<file path="src/rtl/esc_pkg.sv">
// Shared types, constants and helpers for the epoch seconds to calendar block.
// Used by the controller, the datapath and the top level.
package esc_pkg;

	// Fixed field widths
	localparam int EPOCH_W = 32;
	localparam int OFFSET_W = 5;
	localparam int SEC_W = 33;
	localparam int MUL_A_W = 26;
	localparam int RECIP_W = 27;
	localparam int PROD_W = 53;
	localparam int REM_W = 17;
	localparam int DAYS_W = 16;
	localparam int YEAR_W = 12;

	// Split by constants: 86400 = 128 * 675, 3600 = 16 * 225, 60 = 4 * 15. The power of two
	// is dropped as low bits, the odd part is divided by a rounded-up reciprocal that is
	// exact over the whole dividend range (product shifted right by 36, 21 and 14 bits).
	localparam logic [RECIP_W-1:0] DAY_RECIP = 27'd101806633;
	localparam logic [RECIP_W-1:0] HOUR_RECIP = 27'd9321;
	localparam logic [RECIP_W-1:0] MIN_RECIP = 27'd1093;
	localparam logic [25:0] DAY_ODD = 26'd675;
	localparam logic [12:0] HOUR_ODD = 13'd225;
	localparam logic [9:0]  MIN_ODD = 10'd15;

	// Calendar constants
	localparam logic [YEAR_W-1:0] BASE_YEAR = 12'd1970;
	localparam logic [YEAR_W-1:0] SKIP_LEAP_YEAR = 12'd2100;
	localparam logic [DAYS_W-1:0] QUAD_DAYS = 16'd1461;
	localparam logic [DAYS_W-1:0] YEAR_DAYS = 16'd365;
	localparam logic [DAYS_W-1:0] LEAP_YEAR_DAYS = 16'd366;
	localparam logic [3:0] LAST_MONTH = 4'd11;
	localparam logic [3:0] FEB_INDEX = 4'd1;
	localparam logic signed [OFFSET_W-1:0] OFFSET_RESET = 5'sd8;

	typedef enum logic [2:0] {
		ST_IDLE,
		ST_DAY,
		ST_HOUR,
		ST_MIN,
		ST_YEAR,
		ST_MONTH,
		ST_DONE
	} esc_state_t;

	typedef enum logic [2:0] {
		OP_NONE,
		OP_LOAD,
		OP_MUL,
		OP_SPLIT,
		OP_YEAR,
		OP_MONTH
	} dp_op_t;

	typedef enum logic [1:0] {
		DIV_DAY,
		DIV_HOUR,
		DIV_MIN
	} div_sel_t;

	typedef struct packed {
		dp_op_t   op;
		div_sel_t div_sel;
		logic     load_out;
	} dp_cmd_t;

	typedef struct packed {
		logic year_done;
		logic month_done;
		logic out_busy;
	} dp_stat_t;

	// Length of a month, index 0 is January
	function automatic logic [4:0] month_days(input logic [3:0] month, input logic leap);
		logic [4:0] len;
		case (month)
			4'd0, 4'd2, 4'd4, 4'd6, 4'd7, 4'd9, 4'd11: len = 5'd31;
			4'd3, 4'd5, 4'd8, 4'd10: len = 5'd30;
			FEB_INDEX: len = leap ? 5'd29 : 5'd28;
			default: len = 5'd31;
		endcase
		return len;
	endfunction

endpackage

</file>
<file path="src/rtl/esc_in_if.sv">
// Input channel: one beat carries a 32-bit count of seconds since the epoch.
// Standalone interface, no dependencies.
interface esc_in_if;
	logic        valid;
	logic        ready;
	logic [31:0] epoch_seconds;

	modport source (output valid, output epoch_seconds, input ready);
	modport sink (input valid, input epoch_seconds, output ready);
endinterface

</file>
<file path="src/rtl/esc_out_if.sv">
// Output channel: one beat carries the local calendar date and time.
// Standalone interface, no dependencies.
interface esc_out_if;
	logic        valid;
	logic        ready;
	logic [11:0] year;
	logic [3:0]  month;
	logic [4:0]  day;
	logic [4:0]  hour;
	logic [5:0]  minute;
	logic [5:0]  second;
	logic        clamped;

	modport source (output valid, output year, output month, output day, output hour,
		output minute, output second, output clamped, input ready);
	modport sink (input valid, input year, input month, input day, input hour,
		input minute, input second, input clamped, output ready);
endinterface

</file>
<file path="src/rtl/esc_dp.sv">
// Datapath: zone shift, reciprocal-multiply splits into days, hours and minutes, year and
// month walks, output register. Depends on esc_pkg and esc_out_if.
module esc_dp import esc_pkg::*; (
	input  logic                       clk,
	input  logic                       arst_n,
	input  logic                       cfg_we,
	input  logic signed [OFFSET_W-1:0] cfg_wdata,
	input  logic [EPOCH_W-1:0]         epoch_seconds,
	input  dp_cmd_t                    cmd,
	output dp_stat_t                   stat,
	esc_out_if.source                  cal
);

	logic signed [OFFSET_W-1:0] zone_q;
	logic [SEC_W-1:0]  sec_q;
	logic [PROD_W-1:0] prod_q;
	logic [REM_W-1:0]  rem_q;
	logic [DAYS_W-1:0] days_q;
	logic [4:0]        hour_q;
	logic [5:0]        minute_q;
	logic [5:0]        second_q;
	logic [YEAR_W-1:0] year_q;
	logic [3:0]        month_q;
	logic              clamp_q;
	logic              out_valid_q;

	logic signed [16:0]  off_sec;
	logic signed [33:0]  shifted;
	logic [MUL_A_W-1:0]  mul_a;
	logic [RECIP_W-1:0]  mul_b;
	logic [PROD_W-1:0]   product;
	logic [DAYS_W-1:0]   day_quot;
	logic [25:0]         day_back;
	logic [25:0]         day_rem;
	logic [4:0]          hour_quot;
	logic [12:0]         hour_back;
	logic [12:0]         hour_rem;
	logic [5:0]          min_quot;
	logic [9:0]          min_back;
	logic [9:0]          min_rem;
	logic                leap;
	logic [DAYS_W-1:0]   year_len;
	logic                quad_jump;
	logic [DAYS_W-1:0]   mon_len;

	// Hold the zone offset
	always_ff @(posedge clk or negedge arst_n) begin
		if (!arst_n) begin
			zone_q <= OFFSET_RESET;
		end else if (cfg_we) begin
			zone_q <= cfg_wdata;
		end
	end

	// Shift by the zone offset in seconds
	always_comb begin
		off_sec = 17'(zone_q) * 17'sd3600;
		shifted = $signed({2'b00, epoch_seconds}) + 34'(off_sec);
	end

	// Shared multiplier: dividend with its power-of-two part dropped, times the reciprocal
	always_comb begin
		case (cmd.div_sel)
			DIV_DAY: begin
				mul_a = sec_q[32:7];
				mul_b = DAY_RECIP;
			end
			DIV_HOUR: begin
				mul_a = 26'(rem_q[16:4]);
				mul_b = HOUR_RECIP;
			end
			DIV_MIN: begin
				mul_a = 26'(rem_q[11:2]);
				mul_b = MIN_RECIP;
			end
			default: begin
				mul_a = '0;
				mul_b = '0;
			end
		endcase
		product = {27'b0, mul_a} * {26'b0, mul_b};
	end

	// Quotients from the registered product, remainders by multiply back and subtract
	always_comb begin
		day_quot = prod_q[51:36];
		day_back = 26'(day_quot) * DAY_ODD;
		day_rem = sec_q[32:7] - day_back;
		hour_quot = prod_q[25:21];
		hour_back = 13'(hour_quot) * HOUR_ODD;
		hour_rem = rem_q[16:4] - hour_back;
		min_quot = prod_q[19:14];
		min_back = 10'(min_quot) * MIN_ODD;
		min_rem = rem_q[11:2] - min_back;
	end

	// Year and month lengths; the only century in range that skips its leap day is 2100
	always_comb begin
		leap = (year_q[1:0] == 2'b00) && (year_q != SKIP_LEAP_YEAR);
		year_len = leap ? LEAP_YEAR_DAYS : YEAR_DAYS;
		quad_jump = (year_q[1:0] == 2'b00) && (year_q != SKIP_LEAP_YEAR)
			&& (days_q >= QUAD_DAYS);
		mon_len = DAYS_W'(month_days(month_q, leap));
		stat.year_done = !quad_jump && (days_q < year_len);
		stat.month_done = (month_q == LAST_MONTH) || (days_q < mon_len);
		stat.out_busy = out_valid_q && !cal.ready;
	end

	// Work registers
	always_ff @(posedge clk) begin
		case (cmd.op)
			OP_LOAD: begin
				if (shifted[33]) begin
					sec_q <= '0;
					clamp_q <= 1'b1;
				end else begin
					sec_q <= shifted[SEC_W-1:0];
					clamp_q <= 1'b0;
				end
			end
			OP_MUL: begin
				prod_q <= product;
			end
			OP_SPLIT: begin
				case (cmd.div_sel)
					DIV_DAY: begin
						days_q <= day_quot;
						rem_q <= {day_rem[9:0], sec_q[6:0]};
					end
					DIV_HOUR: begin
						hour_q <= hour_quot;
						rem_q <= {5'b0, hour_rem[7:0], rem_q[3:0]};
					end
					DIV_MIN: begin
						minute_q <= min_quot;
						second_q <= {min_rem[3:0], rem_q[1:0]};
						year_q <= BASE_YEAR;
						month_q <= '0;
					end
					default: begin
					end
				endcase
			end
			OP_YEAR: begin
				if (quad_jump) begin
					days_q <= days_q - QUAD_DAYS;
					year_q <= year_q + 12'd4;
				end else begin
					days_q <= days_q - year_len;
					year_q <= year_q + 12'd1;
				end
			end
			OP_MONTH: begin
				days_q <= days_q - mon_len;
				month_q <= month_q + 4'd1;
			end
			default: begin
			end
		endcase
	end

	// Output valid flag
	always_ff @(posedge clk or negedge arst_n) begin
		if (!arst_n) begin
			out_valid_q <= 1'b0;
		end else if (cmd.load_out) begin
			out_valid_q <= 1'b1;
		end else if (cal.ready) begin
			out_valid_q <= 1'b0;
		end
	end

	// Output payload
	always_ff @(posedge clk) begin
		if (cmd.load_out) begin
			cal.year <= year_q;
			cal.month <= month_q + 4'd1;
			cal.day <= days_q[4:0] + 5'd1;
			cal.hour <= hour_q;
			cal.minute <= minute_q;
			cal.second <= second_q;
			cal.clamped <= clamp_q;
		end
	end

	assign cal.valid = out_valid_q;

endmodule

</file>
<file path="src/rtl/esc_ctrl.sv">
// Controller: sequences load, the three multiply-and-split steps, year walk, month walk
// and output. Depends on esc_pkg.
module esc_ctrl import esc_pkg::*; (
	input  logic     clk,
	input  logic     arst_n,
	input  logic     in_valid,
	output logic     in_ready,
	input  dp_stat_t stat,
	output dp_cmd_t  cmd
);

	esc_state_t state_q, state_d;
	logic split_q, split_d;

	// State and split phase
	always_ff @(posedge clk or negedge arst_n) begin
		if (!arst_n) begin
			state_q <= ST_IDLE;
			split_q <= 1'b0;
		end else begin
			state_q <= state_d;
			split_q <= split_d;
		end
	end

	// Next state and commands
	always_comb begin
		state_d = state_q;
		split_d = split_q;
		in_ready = 1'b0;
		cmd.op = OP_NONE;
		cmd.div_sel = DIV_DAY;
		cmd.load_out = 1'b0;
		case (state_q)
			ST_IDLE: begin
				in_ready = 1'b1;
				if (in_valid) begin
					cmd.op = OP_LOAD;
					split_d = 1'b0;
					state_d = ST_DAY;
				end
			end
			ST_DAY: begin
				cmd.div_sel = DIV_DAY;
				if (split_q) begin
					cmd.op = OP_SPLIT;
					split_d = 1'b0;
					state_d = ST_HOUR;
				end else begin
					cmd.op = OP_MUL;
					split_d = 1'b1;
				end
			end
			ST_HOUR: begin
				cmd.div_sel = DIV_HOUR;
				if (split_q) begin
					cmd.op = OP_SPLIT;
					split_d = 1'b0;
					state_d = ST_MIN;
				end else begin
					cmd.op = OP_MUL;
					split_d = 1'b1;
				end
			end
			ST_MIN: begin
				cmd.div_sel = DIV_MIN;
				if (split_q) begin
					cmd.op = OP_SPLIT;
					split_d = 1'b0;
					state_d = ST_YEAR;
				end else begin
					cmd.op = OP_MUL;
					split_d = 1'b1;
				end
			end
			ST_YEAR: begin
				if (stat.year_done) begin
					state_d = ST_MONTH;
				end else begin
					cmd.op = OP_YEAR;
				end
			end
			ST_MONTH: begin
				if (stat.month_done) begin
					state_d = ST_DONE;
				end else begin
					cmd.op = OP_MONTH;
				end
			end
			ST_DONE: begin
				if (!stat.out_busy) begin
					cmd.load_out = 1'b1;
					state_d = ST_IDLE;
				end
			end
			default: begin
				state_d = ST_IDLE;
			end
		endcase
	end

endmodule

</file>
<file path="src/rtl/epoch_seconds_to_calendar.sv">
// Epoch seconds to local calendar date. From input beat to result valid, the block runs
// the day, hour and minute splits (each a multiply, then a remainder), up to 40 year
// steps (four-year jumps), up to 11 month steps, a step to leave each walk and a load of
// the output, which waits while the output is stalled. One item at a time; the next beat
// is taken in the cycle after the result is loaded, while the result waits on output.
// Reset (arst_n low, asynchronous) idles the controller, drops output valid and sets
// the zone offset to 8 hours.
module epoch_seconds_to_calendar import esc_pkg::*; (
	input  logic                       clk,
	input  logic                       arst_n,
	input  logic                       cfg_we,
	input  logic signed [OFFSET_W-1:0] cfg_wdata,
	esc_in_if.sink                     epoch,
	esc_out_if.source                  cal
);

	dp_cmd_t  cmd;
	dp_stat_t stat;
	logic     in_ready;

	// Accept beats only from the controller's idle state
	assign epoch.ready = in_ready;

	esc_ctrl u_ctrl (
		.clk      (clk),
		.arst_n   (arst_n),
		.in_valid (epoch.valid),
		.in_ready (in_ready),
		.stat     (stat),
		.cmd      (cmd)
	);

	esc_dp u_dp (
		.clk           (clk),
		.arst_n        (arst_n),
		.cfg_we        (cfg_we),
		.cfg_wdata     (cfg_wdata),
		.epoch_seconds (epoch.epoch_seconds),
		.cmd           (cmd),
		.stat          (stat),
		.cal           (cal)
	);

endmodule

</file>
<file path="src/flat_wrapper.sv">
// flat-port wrapper written by rule: the top's interface ports become plain ports
module epoch_seconds_to_calendar_flat import esc_pkg::*;
  (clk, arst_n, cfg_we, cfg_wdata, epoch_valid, epoch_epoch_seconds, epoch_ready, cal_valid, cal_year, cal_month, cal_day, cal_hour, cal_minute, cal_second, cal_clamped, cal_ready);
  esc_in_if epoch_i ();
  esc_out_if cal_i ();
  input  logic clk;
  input  logic arst_n;
  input  logic cfg_we;
  input  logic signed [OFFSET_W-1:0] cfg_wdata;
  input wire logic [$bits(epoch_i.valid)-1:0] epoch_valid;
  input wire logic [$bits(epoch_i.epoch_seconds)-1:0] epoch_epoch_seconds;
  output wire logic [$bits(epoch_i.ready)-1:0] epoch_ready;
  output wire logic [$bits(cal_i.valid)-1:0] cal_valid;
  output wire logic [$bits(cal_i.year)-1:0] cal_year;
  output wire logic [$bits(cal_i.month)-1:0] cal_month;
  output wire logic [$bits(cal_i.day)-1:0] cal_day;
  output wire logic [$bits(cal_i.hour)-1:0] cal_hour;
  output wire logic [$bits(cal_i.minute)-1:0] cal_minute;
  output wire logic [$bits(cal_i.second)-1:0] cal_second;
  output wire logic [$bits(cal_i.clamped)-1:0] cal_clamped;
  input wire logic [$bits(cal_i.ready)-1:0] cal_ready;
  assign epoch_i.valid = epoch_valid;
  assign epoch_i.epoch_seconds = epoch_epoch_seconds;
  assign epoch_ready = epoch_i.ready;
  assign cal_valid = cal_i.valid;
  assign cal_year = cal_i.year;
  assign cal_month = cal_i.month;
  assign cal_day = cal_i.day;
  assign cal_hour = cal_i.hour;
  assign cal_minute = cal_i.minute;
  assign cal_second = cal_i.second;
  assign cal_clamped = cal_i.clamped;
  assign cal_i.ready = cal_ready;
  epoch_seconds_to_calendar u_core (.clk(clk), .arst_n(arst_n), .cfg_we(cfg_we), .cfg_wdata(cfg_wdata), .epoch(epoch_i), .cal(cal_i));
endmodule
</file>
<file path="config.mk">
export PLATFORM = sky130hd
export DESIGN_NAME = epoch_seconds_to_calendar_flat
export DESIGN_NICKNAME = d
export VERILOG_FILES = /design/src/rtl/esc_pkg.sv /design/src/rtl/esc_in_if.sv /design/src/rtl/esc_out_if.sv /design/src/rtl/esc_dp.sv /design/src/rtl/esc_ctrl.sv /design/src/rtl/epoch_seconds_to_calendar.sv /design/src/flat_wrapper.sv
export SDC_FILE = /design/constraint.sdc
export NUM_CORES = 1
export LEC_CHECK = 0
export BUFFER_PORTS_ARGS = -buffer_cell sky130_fd_sc_hd__buf_2
export CAP_MARGIN = 20
export CORE_MARGIN = 2
export CORE_UTILIZATION = 45
export DETAILED_ROUTE_END_ITERATION = 16
export PLACE_DENSITY_LB_ADDON = 0.08
export SLEW_MARGIN = 20
export SYNTH_ARGS = -nofsm -noshare
export SYNTH_HDL_FRONTEND = slang
export SYNTH_SLANG_ARGS = --single-unit
</file>
<file path="constraint.sdc">
create_clock -name clk -period 11.3 [get_ports clk]
set_input_delay 1.695 -clock clk [delete_from_list [all_inputs] [get_ports clk]]
set_output_delay 1.695 -clock clk [all_outputs]
set_load 0.01 [all_outputs]
</file>
After elaboration in Yosys (flattened, before gate mapping) --
Cells that the tools add are included.
Storage, ports and cells: bits in registers 201, output and inout bits 41, logic and storage cells 135
Operators by class: add/subtract/negate cells 11, $mul 5, order comparisons 3, equal/unequal tests 29, multiplexer cells 37, bitwise logic cells 1, reduce and logical (&&, ||, !) cells 27
Operators by type and width (number):
- $pmux W27 S3 | 1
- $pmux W26 S3 | 1
- $mul A26 B27 Y52 | 1
- $pmux W16 S3 | 1
- $add A33 B17 Y34 | 1
- $pmux W17 S2 | 1
- $mux W16 | 2
- $mux W3 | 9
- $mux W12 | 2
- $pmux W12 S2 | 1
- $pmux W3 S7 | 1
- $ge A16 B11 Y1 const B | 1
- $lt A16 B5 Y1 | 1
- $lt A16 B9 Y1 | 1
- $mul A16 B10 Y10 const B | 1
- $sub A16 B11 Y16 const B | 1
- $sub A16 B5 Y16 | 1
- $sub A16 B9 Y16 | 1
- $eq A3 B3 Y1 const B | 5
- $reduce_and A2 Y1 | 7
- $mul A5 B9 Y13 const B | 1
- $add A12 B1 Y12 const B | 1
- $add A12 B3 Y12 const B | 1
- $eq A3 B2 Y1 const B | 4
- 36 further kinds | 66

Longest topological paths before layout --
Gate-level depths: netlist of the first run.
depth in word-level cells 11, mapped depth 35

Cells and area by module --
From an unflattened synthesis of the first run, not the netlist that was laid out.
Unflattened totals: cell total of the unflattened synthesis 2531, area total of the unflattened synthesis 24992.7 um^2
By module, submodules not included:
- esc_dp | instances 1, cells each 2492, area each 24634.9 um^2
- esc_ctrl | instances 1, cells each 39, area each 357.8 um^2

Worst setup path before layout of the first run --
OpenSTA, ideal clock, no wires.
kind register to register, start register u_core.u_ctrl.state_q[1], end register u_core.u_dp.prod_q[51] (data pin), library setup time 0.262 ns, data arrival time 7.917 ns, path slack 3.121 ns, stages on the path, launching flop included 30, cells stage by stage dfrtp_1 -> clkbuf_1 -> inv_1 -> or3_1 -> ha_1 -> clkbuf_1 -> clkbuf_1 -> clkbuf_1 -> and2_1 -> fa_1 -> inv_1 -> fa_1 -> fa_1 -> inv_1 -> fa_1 -> fa_1 -> fa_1 -> inv_1 -> fa_1 -> inv_1 -> ha_1 -> and3_1 -> nand4_1 -> nor4_1 -> nor4b_1 -> a211o_1 -> a21oi_1 -> o21ba_2 -> o31ai_1 -> xnor2_1
On the way: longest elaborated chain between the ends 5, elaborated cells between the ends (all ways) 9, classes of those cells mul: 1; eq/ne: 4; mux: 3; reduce/logical: 1
RTL lines:
- from (decl) | RTL line esc_ctrl.sv:12 | esc_state_t state_q, state_d;
- from (signal assigned) | RTL line esc_ctrl.sv:21 | state_q <= state_d;
- $eq A3 B2 Y1 | RTL line esc_ctrl.sv:34 | case (state_q)
- $pmux W2 S2 (*) | RTL line esc_ctrl.sv:34
- $eq A2 B2 Y1 (tied with other cells) | RTL line esc_dp.sv:63 | case (cmd.div_sel)
- $pmux W26 S3 or $pmux W27 S3 (tied branches) | RTL line esc_dp.sv:63
- $mul A26 B27 Y52 (*) | RTL line esc_dp.sv:81 | product = {27'b0, mul_a} * {26'b0, mul_b};
- named net u_core.u_dp.product[51] | RTL line esc_dp.sv:31 | logic [PROD_W-1:0] product;
- to (signal assigned) | RTL line esc_dp.sv:122 | prod_q <= product;
- to (decl) | RTL line esc_dp.sv:16 | logic [PROD_W-1:0] prod_q;
The timed path passes the listed nets; every way through them passes the cells marked *. A chain may end at the register's enable or synchronous reset.

Worst setup path in the final report of the first run --
Ends and elaborated chain as after synthesis.

==> impl_metrics.ini, run 1 <==
[routing]
initialDrtViolationCount = 945
drcViolationCount = 0
drtAntennaViolNets = 0
drt_wl_total_mm = 63.2
m1WireLength_mm = 28.9
vias_per_cell = 5.17
via_count = 17400
wire_per_inst_um = 18.8
drt-pass1-iter-count = 5
routed.top_layer = met4
dr_wl_met2_mm = 29.5
wl_met3_mm = 2.72

[sta]
fmax_mhz = 105
rsz0062_at_grt = no
setup_viol = 0
period_share_pct = 84.0
period_minus_slack_ns = 9.50
slew_violations = 0
relSlewSlack_pct = 40.4
finalHoldViolCount = 0
worst_slew_pin_slew_ns = 0.895
clock_skew_ns = 0.0132
setup-tns-final_ns = 0

[logic_synthesis]
synth_area_per_cell_um2 = 9.89
synth_largest_area_cell = fa_1
yosysSeqAreaShare_pct = 20.9
ys_async_sr_fraction_pct = 5.68
synthTopCellsByArea = fa_1 23%, ha_1 23%, edfxtp_1 20%
syn_area_um2 = 25100
yosys.cell_types.count = 86
yosys_warnings = 0
synth_nets = 3324
synth-edff-count = 166
synth_cells = 2538
synth_flop_cell = edfxtp_1
ys_ff_latch = 176
synth_top_area_share_pct = 23.1

[layout]
final-seq-area_um2 = 5240
antenna_cells = 0
syn2layout_area_growth_pct = 7.65
postLayoutCellArea_um2 = 27000
nNetsFinal = 3391
fillers = 5230
layout_commonest_cell = inv_1
layout-drive-gt1-share_pct = 6.46
multi_input_area_um2 = 17300
final_cell_mix = 639 x inv_1, 453 x ha_1, 290 x fa_1, 166 x edfxtp_1, 107 x nor2_1

[clocking]
clk_path_buf_depth = 2
htreeDepth = 4
clk_latency_ns = 0.45
cts_tree = done
cts_buffers = 17
cts-resized-gates = 0
cts_setup_buffers = 0
clk_transition_reported_paths_ns = 0.08
cts.sinks = 176
ctsHoldBuffers = 0
cts_root_buf = clkbuf_16

[place]
placed_area_um2 = 26400
hpwl_mm = 54.8
port_buffers = 82
place_congestion = 0.961

[critical_path]
crit_fanout = 43
r2r-start = u_core.u_ctrl.state_q[1]
slowest_stage = a222oi_1
cp-end-kind = flip-flop
worstSetupStartpointType = flip-flop
crit_type = flip-flop to flip-flop
worst_path_largest_cell_delay_ns = 0.79
cp.required_ns = 11.48
crit_start = u_core.u_ctrl.state_q[1]
worstPathArrival_ns = 9.68

[run_status]
status = finished clean

[hold_path]
hold_start = u_core.u_dp.second_q[5]
hp-class = flip-flop to flip-flop

[die]
rows = 86
dieArea_um2 = 57700
coreArea_um2 = 55100
io_pins = 83
die_w_um = 240
die_h_um = 240
initial_utilization_pct = 45.6

[pwr]
vdd_drop_max_mv = 0.213
p_per_area_nw_per_um2 = 273
p_leak_uw = 0.0136

[global_route]
grt_usage_pct = 22.9
gr-total-overflow = 0
antenna_found_initial = 0
grt_pass1_wl_mm = 100
grt_start_max_net_pins = 44
grt_pass1_vias = 18300

[flow_run]
maxCapViolations = 0
## layer usage
metal	vias up	global-route usage [%]
met5	-	0
met1	8548	31.0
met4	0	7.32
li1	8417	-
met3	79	3.10
met2	374	38.0
## where the power goes
| part | internal (uW) | switching (uW) | leakage, uW |
|---|---|---|---|
| registers | 985 | 71.7 | 0.00165 |
| logic | 2360 | 3350 | 0.0116 |
| clock network | 321 | 300 | 0.000302 |
## flip-flops by register name, summed over array words and instances (netlist names), 3 cells and up
name / cells
u_core.u_dp.cal.year: 12
u_core.u_ctrl.state_q: 3
u_core.u_dp.zone_q: 5
u_core.u_dp.rem_q: 17
u_core.u_dp.cal.hour: 5
u_core.u_dp.cal.second: 6
u_core.u_dp.sec_q: 33
u_core.u_dp.month_q: 4
u_core.u_dp.days_q: 16
u_core.u_dp.second_q: 6
u_core.u_dp.prod_q: 27
u_core.u_dp.year_q: 12
u_core.u_dp.minute_q: 6
u_core.u_dp.cal.day: 5
u_core.u_dp.hour_q: 5
u_core.u_dp.cal.month: 4
u_core.u_dp.cal.minute: 6
## synth_stat cells (4+ instances only)
cell,instances
a211o_1,4
a211oi_1,7
a21o_1,48
a21oi_1,100
a222oi_1,10
a22oi_1,4
a31oi_1,15
and2_1,38
and3_1,19
buf_2,10
clkbuf_1,34
dfrtp_1,9
edfxtp_1,166
fa_1,290
ha_1,454
inv_1,639
mux2_2,4
nand2_1,106
nand2b_1,17
nand3_1,27
nand4_1,14
nor2_1,108
nor2b_1,30
nor3_1,40
nor4_1,7
o211ai_1,9
o21a_1,13
o21ai_0,61
o21ai_1,5
o21bai_1,15
o22ai_1,6
o31ai_1,4
or2_2,5
or3_1,14
xnor2_1,78
xor2_1,40
## worst paths after layout
kind	end	slack, ns	cells past startpoint
min	u_core.u_dp.cal.second[5]	0.42	0
min in group asynchronous	u_core.u_ctrl.state_q[0]	1.13	1
max reg2reg	u_core.u_dp.prod_q[51]	1.80	28
max in group asynchronous	u_core.u_dp.zone_q[3]	9.87	1
min reg2reg	u_core.u_dp.cal.second[5]	0.42	0
max	u_core.u_dp.prod_q[51]	1.80	28
## cell type report
type | instances | area share [%]
Inverter | 639 | 8.87
Clock buffer | 17 | 1.57
Tap cell | 748 | 3.46
Clock inverter | 15 | 0.699
Sequential cell | 176 | 19.4
Multi-Input combinational cell | 1675 | 64.1
Timing Repair Buffer | 96 | 1.95
## cells by family (layout without fill, tap and decap cells)
logic type               after synthesis  count (layout)  share of synthesized area [%]
adder cells (fa/ha/maj)              744             744                           45.7
flip-flops                           176             176                           20.9
AO/OA/AOI/OAI                        358             358                           9.66
XOR/XNOR                             118             118                           4.12
multiplexers                           6               6                          0.259
AND/OR/NAND/NOR                      449             449                           9.01
buffers and inverters                687             767                           10.4
## metrics by stage
step | hold WS, ns | instances | util (%) | power (uW) | setup WS [ns]
6_report | 0.419 | 3366 | 49.1 | 7390 | 1.80
5_1_grt | 0.430 | 3366 | 49.1 | 8230 | 1.18
4_1_cts | 0.420 | 3365 | 49.0 | 7450 | 1.81
3_5_place_dp | 0.405 | 3333 | 47.9 | 6790 | 1.84
3_3_place_gp | 0.401 | 3333 | 47.9 | 6740 | 2.10
2_1_floorplan | 0.400 | 2538 | - | 5360 | 3.12
## worst max-delay path, delay by kind of cell (launching register included)
kind            cells  cell delay, ns
xor+xnor            1            0.11
fa+ha+maj           9            4.20
flops               1            0.49
buf+inv             7            0.84
simple gates        6            1.79
compound gates      5            1.74
No activity file was read; power rests on OpenSTA's default activity.
==> run 2: changes to the inputs <==
--- a/config.mk
+++ b/config.mk
@@ -5,6 +5,7 @@
 export SDC_FILE = /design/constraint.sdc
 export NUM_CORES = 1
 export LEC_CHECK = 0
+export ABC_AREA = 1
 export BUFFER_PORTS_ARGS = -buffer_cell sky130_fd_sc_hd__buf_2
 export CAP_MARGIN = 20
 export CORE_MARGIN = 2
==> constraint.sdc (replaced) <==
create_clock -name clk -period 9 [get_ports clk]
set_input_delay 1.35 -clock clk [delete_from_list [all_inputs] [get_ports clk]]
set_output_delay 1.35 -clock clk [all_outputs]
set_load 0.01 [all_outputs]
==> impl_metrics.ini, run 2 <==
[sta]
clock_skew_ns = 0.0261
worst_slew_pin_slew_ns = 0.958
fmax_mhz = 119
setup_viol = 0
rsz0062_at_grt = no
finalHoldViolCount = 0
period_minus_slack_ns = 8.41
relSlewSlack_pct = 36.1
setup-tns-final_ns = 0
hold_slack_ns = 0.423
slew_violations = 0
period_share_pct = 93.4

[routing]
wire_per_inst_um = 18.5
via_count = 20500
drcViolationCount = 0
drtAntennaViolNets = 0
drt_wl_total_mm = 75.1
initialDrtViolationCount = 1176
drt-pass1-iter-count = 7
vias_per_cell = 5.05

[global_route]
gr-total-overflow = 0
grt_start_max_net_pins = 40
antenna_found_initial = 0
grt_pass1_vias = 22000
grt_pass1_wl_mm = 120
grt_usage_pct = 25.0

[layout]
syn2layout_area_growth_pct = 7.25
antenna_cells = 0
nNetsFinal = 4061
largest_register_ffs = 33
largest_registers = u_core.u_dp.sec_q: 33 flops, u_core.u_dp.prod_q: 27 flops, u_core.u_dp.rem_q: 17 flops
layout_commonest_cell = inv_1
layout-drive-gt1-share_pct = 5.99
fillers = 5976
final_cell_mix = 841 x inv_1, 454 x ha_1, 453 x nand2_1, 290 x fa_1, 267 x nor2_1
regMostFlops = u_core.u_dp.sec_q

[clocking]
cts_root_buf = clkbuf_16
cts-resized-gates = 0
htreeDepth = 4
ctsHoldBuffers = 0
cts_buffers = 17
cts_setup_buffers = 0
clk_latency_ns = 0.49
cts_tree = done
cts.sinks = 176
clk_path_buf_depth = 2
clk_transition_reported_paths_ns = 0.07

[place]
hpwl_mm = 65.7
port_buffers = 82
place_congestion = 0.924

[critical_path]
cp.required_ns = 9.23
worst-path-buf-inv = 8
cp_top_family = adder cells
worstPathArrival_ns = 8.64
worst_path_largest_cell_delay_ns = 0.62
crit_path_frequent_cell = inv_1
cp-end-kind = flip-flop
crit_fanout = 6
crit_type = flip-flop to flip-flop
slowest_stage = nor2_1
worstSetupStartpointType = flip-flop

[logic_synthesis]
synth-compound-area-share_pct = 6.84
synth_largest_area_cell = fa_1
synth_area_per_cell_um2 = 8.49
muxShareOfSynthArea_pct = 0.0833
synthTopCellsByArea = fa_1 21%, ha_1 21%, edfxtp_1 18%
syn_area_um2 = 27000
ys_async_sr_fraction_pct = 5.68
synth_top_area_share_pct = 21.5
synth_xor_area_share_pct = 4.02
synth_cells = 3187
ys_ff_latch = 176
yosys.cell_types.count = 59
synthSimpleGateAreaFrac_pct = 14.6
synthAdderAreaFrac_pct = 42.5
synth_nets = 3973
yosysMostFrequentCell = inv_1
synth_top_family_by_area = adder cells
synth_flop_cell = edfxtp_1
synth-edff-count = 166
yosys_warnings = 0
ys_top_cells_by_count = 841 x inv_1, 454 x ha_1, 453 x nand2_1, 290 x fa_1, 269 x nor2_1
yosysSeqAreaShare_pct = 19.4

[flow_run]
maxCapViolations = 0

[die]
rows = 89
dieArea_um2 = 62100
die_h_um = 249
initial_utilization_pct = 45.6
io_pins = 83
die_w_um = 249
coreArea_um2 = 59200

[hold_path]
hp-class = flip-flop to flip-flop

[run_status]
status = finished clean
-- run 2: changes by cell type after synthesis, moves of 18 or more --
cell,change
a21o_1,-32
a21oi_1,+30
and2_1,-37
clkbuf_1,-20
inv_1,+202
nand2_1,+347
nand3_1,+86
nor2_1,+161
nor2b_1,-30
o21ai_0,+18
xnor2_1,-42
xor2_1,+48
-- run 2: logic make-up after synthesis --
logic type / Yosys count
and+or+nand+nor: 935
buffers and inverters: 891
adders and majority gates: 744
AOI/OAI and AO/OA: 315
DFF: 176
xor gates and xnor gates: 124
muxes: 2
-- run 2: stage by stage --
| stage | setup WS (ns) | area [um2] | instances | util (%) |
|---|---|---|---|---|
| 2_1_floorplan | 1.63 | 27000 | 3187 | - |
| 4_1_cts | 0.612 | 29000 | 4060 | 48.9 |
| 3_3_place_gp | 0.705 | 28400 | 4028 | 47.9 |
| 3_5_place_dp | 0.640 | 28400 | 4028 | 48.0 |
| 6_report | 0.594 | 29000 | 4061 | 49.0 |
| 5_1_grt | 0.0296 | 29000 | 4061 | 49.0 |
-- run 2: area by class of cell --
cell class	instances	area (um2)	share of cell area, %
Multi-Input combinational cell	2120	18400	63.5
Sequential cell	176	5240	18.1
Inverter	855	3210	11.1
Tap cell	773	967	3.33
Timing Repair Buffer	105	596	2.05
Clock buffer	18	429	1.48
Clock inverter	14	148	0.509
-- run 2: layer usage --
layer | global-route usage, % | routed length [um]
met3 | 2.40 | 2150
met1 | 32.8 | 34600
met4 | 7.02 | 1750
met2 | 44.0 | 36700
met5 | 0 | 0
-- run 2: final timing paths --
path	startpoint	endpoint	slack [ns]	depth (start not counted)
worst max-delay path	u_core.u_ctrl.state_q[1]	u_core.u_dp.prod_q[39]	0.59	28
worst min-delay path	u_core.u_dp.hour_q[0]	u_core.u_dp.cal.hour[0]	0.42	0
worst max register to register	u_core.u_ctrl.state_q[1]	u_core.u_dp.prod_q[39]	0.59	28
worst min register to register	u_core.u_dp.hour_q[0]	u_core.u_dp.cal.hour[0]	0.42	0
max in group asynchronous	arst_n	u_core.u_dp.zone_q[3]	7.89	1
min in group asynchronous	arst_n	u_core.u_ctrl.state_q[0]	0.78	1
Power of run 2 is not shown: default switching activity piles up to over one toggle a cycle in this logic, so the estimate is an artifact.
==> run 3: changes to the inputs <==
==> constraint.sdc (replaced) <==
create_clock -name clk -period 7.34 [get_ports clk]
set_input_delay 1.101 -clock clk [delete_from_list [all_inputs] [get_ports clk]]
set_output_delay 1.101 -clock clk [all_outputs]
set_load 0.01 [all_outputs]
==> impl_metrics.ini, run 3 (synthesis results as in run 2) <==
[critical_path]
r2r-start = u_core.u_ctrl.state_q[1]
r2r-end = u_core.u_dp.prod_q[44]
cp-end-kind = flip-flop
crit_start = u_core.u_ctrl.state_q[1]
worstSetupStartpointType = flip-flop
worstPathArrival_ns = 7.33
crit_type = flip-flop to flip-flop
slowest_stage = fa_1
crit_path_frequent_cell = inv_1
setup.worst_path.end = u_core.u_dp.prod_q[44]
cp.required_ns = 7.58
crit_fanout = 18
reg2regPathDepth = 32
worst_path_largest_cell_delay_ns = 0.55
rrSetupSlack_ns = 0.25

[global_route]
grt_pass1_vias = 22200
grt_pass1_wl_mm = 121
grt_usage_pct = 25.2
antenna_found_initial = 0
grt_start_max_net_pins = 40
gr-total-overflow = 0

[sta]
fmax_mhz = 141
relSlewSlack_pct = 45.3
period_share_pct = 96.6
worst_slew_pin_slew_ns = 0.818
period_minus_slack_ns = 7.09
finalHoldViolCount = 0
clock_skew_ns = 0.0222
setup_viol = 0
slew_violations = 0
rsz0062_at_grt = yes

[layout]
fillers = 5709
antenna_cells = 0
layout-drive-gt1-share_pct = 16.1
regMostFlops = u_core.u_dp.sec_q
nNetsFinal = 4242
final-seq-area_um2 = 5240
syn2layout_area_growth_pct = 15.8
multi_input_area_um2 = 19300
largest_register_ffs = 33
final_cell_mix = 821 x inv_1, 429 x ha_1, 423 x nand2_1, 280 x fa_1, 230 x nor2_1
postLayoutCellArea_um2 = 31300
largest_registers = u_core.u_dp.sec_q: 33 flops, u_core.u_dp.prod_q: 27 flops, u_core.u_dp.rem_q: 17 flops
layout_commonest_cell = inv_1

[run_status]
status = finished clean

[clocking]
cts.sinks = 176
cts_root_buf = clkbuf_16
ctsHoldBuffers = 0
clk_transition_reported_paths_ns = 0.09
cts_buffers = 17
htreeDepth = 4
cts_tree = done
clk_path_buf_depth = 2
clk_latency_ns = 0.50

[die]
io_pins = 83
initial_utilization_pct = 45.6
rows = 89
coreArea_um2 = 59200
dieArea_um2 = 62100
die_w_um = 249
die_h_um = 249

[routing]
via_count = 21100
vias_per_cell = 4.97
wire_per_inst_um = 18.0
drt-pass1-iter-count = 7
drt_wl_total_mm = 76.4
drcViolationCount = 0
initialDrtViolationCount = 1056
drtAntennaViolNets = 0

[hold_path]
hp-class = flip-flop to flip-flop

[place]
placed_area_um2 = 29700
hpwl_mm = 66.7
port_buffers = 82
place_congestion = 0.972

[flow_run]
maxCapViolations = 0
[run 3: cell types whose count changed in the layout (fill, tap and decap cells not counted), sizes merged]
cell / delta
inv: -1
clkbuf: -1
clkinv: +3
bufinv: -1
buf: +181
[run 3: final cells by class]
cell class / instances / area share, %
Multi-Input combinational cell: 2120 / 61.5
Sequential cell: 176 / 16.7
Inverter: 855 / 10.3
Timing Repair Buffer: 286 / 6.45
Tap cell: 773 / 3.09
Clock buffer: 17 / 1.36
Clock inverter: 15 / 0.575
[run 3: worst min-delay path by stage]
stage               slack (ns)  cells after the start                    start                         to
floorplan                 0.40                      0      u_core.u_dp.clamp_q    u_core.u_dp.cal.clamped
CTS                       0.42                      0  u_core.u_dp.second_q[3]  u_core.u_dp.cal.second[3]
global placement          0.40                      0     u_core.u_dp.rem_q[0]    u_core.u_dp.second_q[0]
finish                    0.41                      0  u_core.u_dp.second_q[3]  u_core.u_dp.cal.second[3]
detailed placement        0.40                      0  u_core.u_dp.second_q[3]  u_core.u_dp.cal.second[3]
global route              0.42                      0  u_core.u_dp.second_q[3]  u_core.u_dp.cal.second[3]
[run 3: worst max-delay path, delay by kind of cell, from the launching register on]
kind                     cells  cell delay (ns)
AND/OR/NAND/NOR             11             1.41
adder cells (fa/ha/maj)      9             3.89
buffers and inverters       12             1.18
flip-flops                   1             0.35
[run 3: metal layers]
| layer | wire [um] | GRT usage, % | up-vias |
|---|---|---|---|
| li1 | - | - | 10500 |
| met1 | 35200 | 33.4 | 10200 |
| met2 | 36900 | 43.7 | 367 |
| met4 | 1980 | 7.54 | 0 |
| met3 | 2360 | 2.23 | 80 |
| met5 | 0 | 0 | - |
[run 3: per-stage QoR]
step                      hold WS (ns)  TNS, ns  util (%)  setup slack, ns  cells
after floorplan                  0.400        0         -           0.0720   3187
after global placement           0.401   -0.538      50.1           -0.149   4196
after detailed placement         0.405    -2.07      50.2           -0.224   4196
after CTS                        0.415        0      51.4          0.00328   4229
after global routing             0.422   -0.327      52.9          -0.0550   4242
final                            0.409        0      52.9            0.249   4242
[run 3: timing repair]
action                     in CTS  in global routing
pin swaps                       1                 79
setup buffers                   1                 13
setup endpoints to repair      19                 27
gates resized for setup        30                200
Power of run 3 is left out for the same reason.
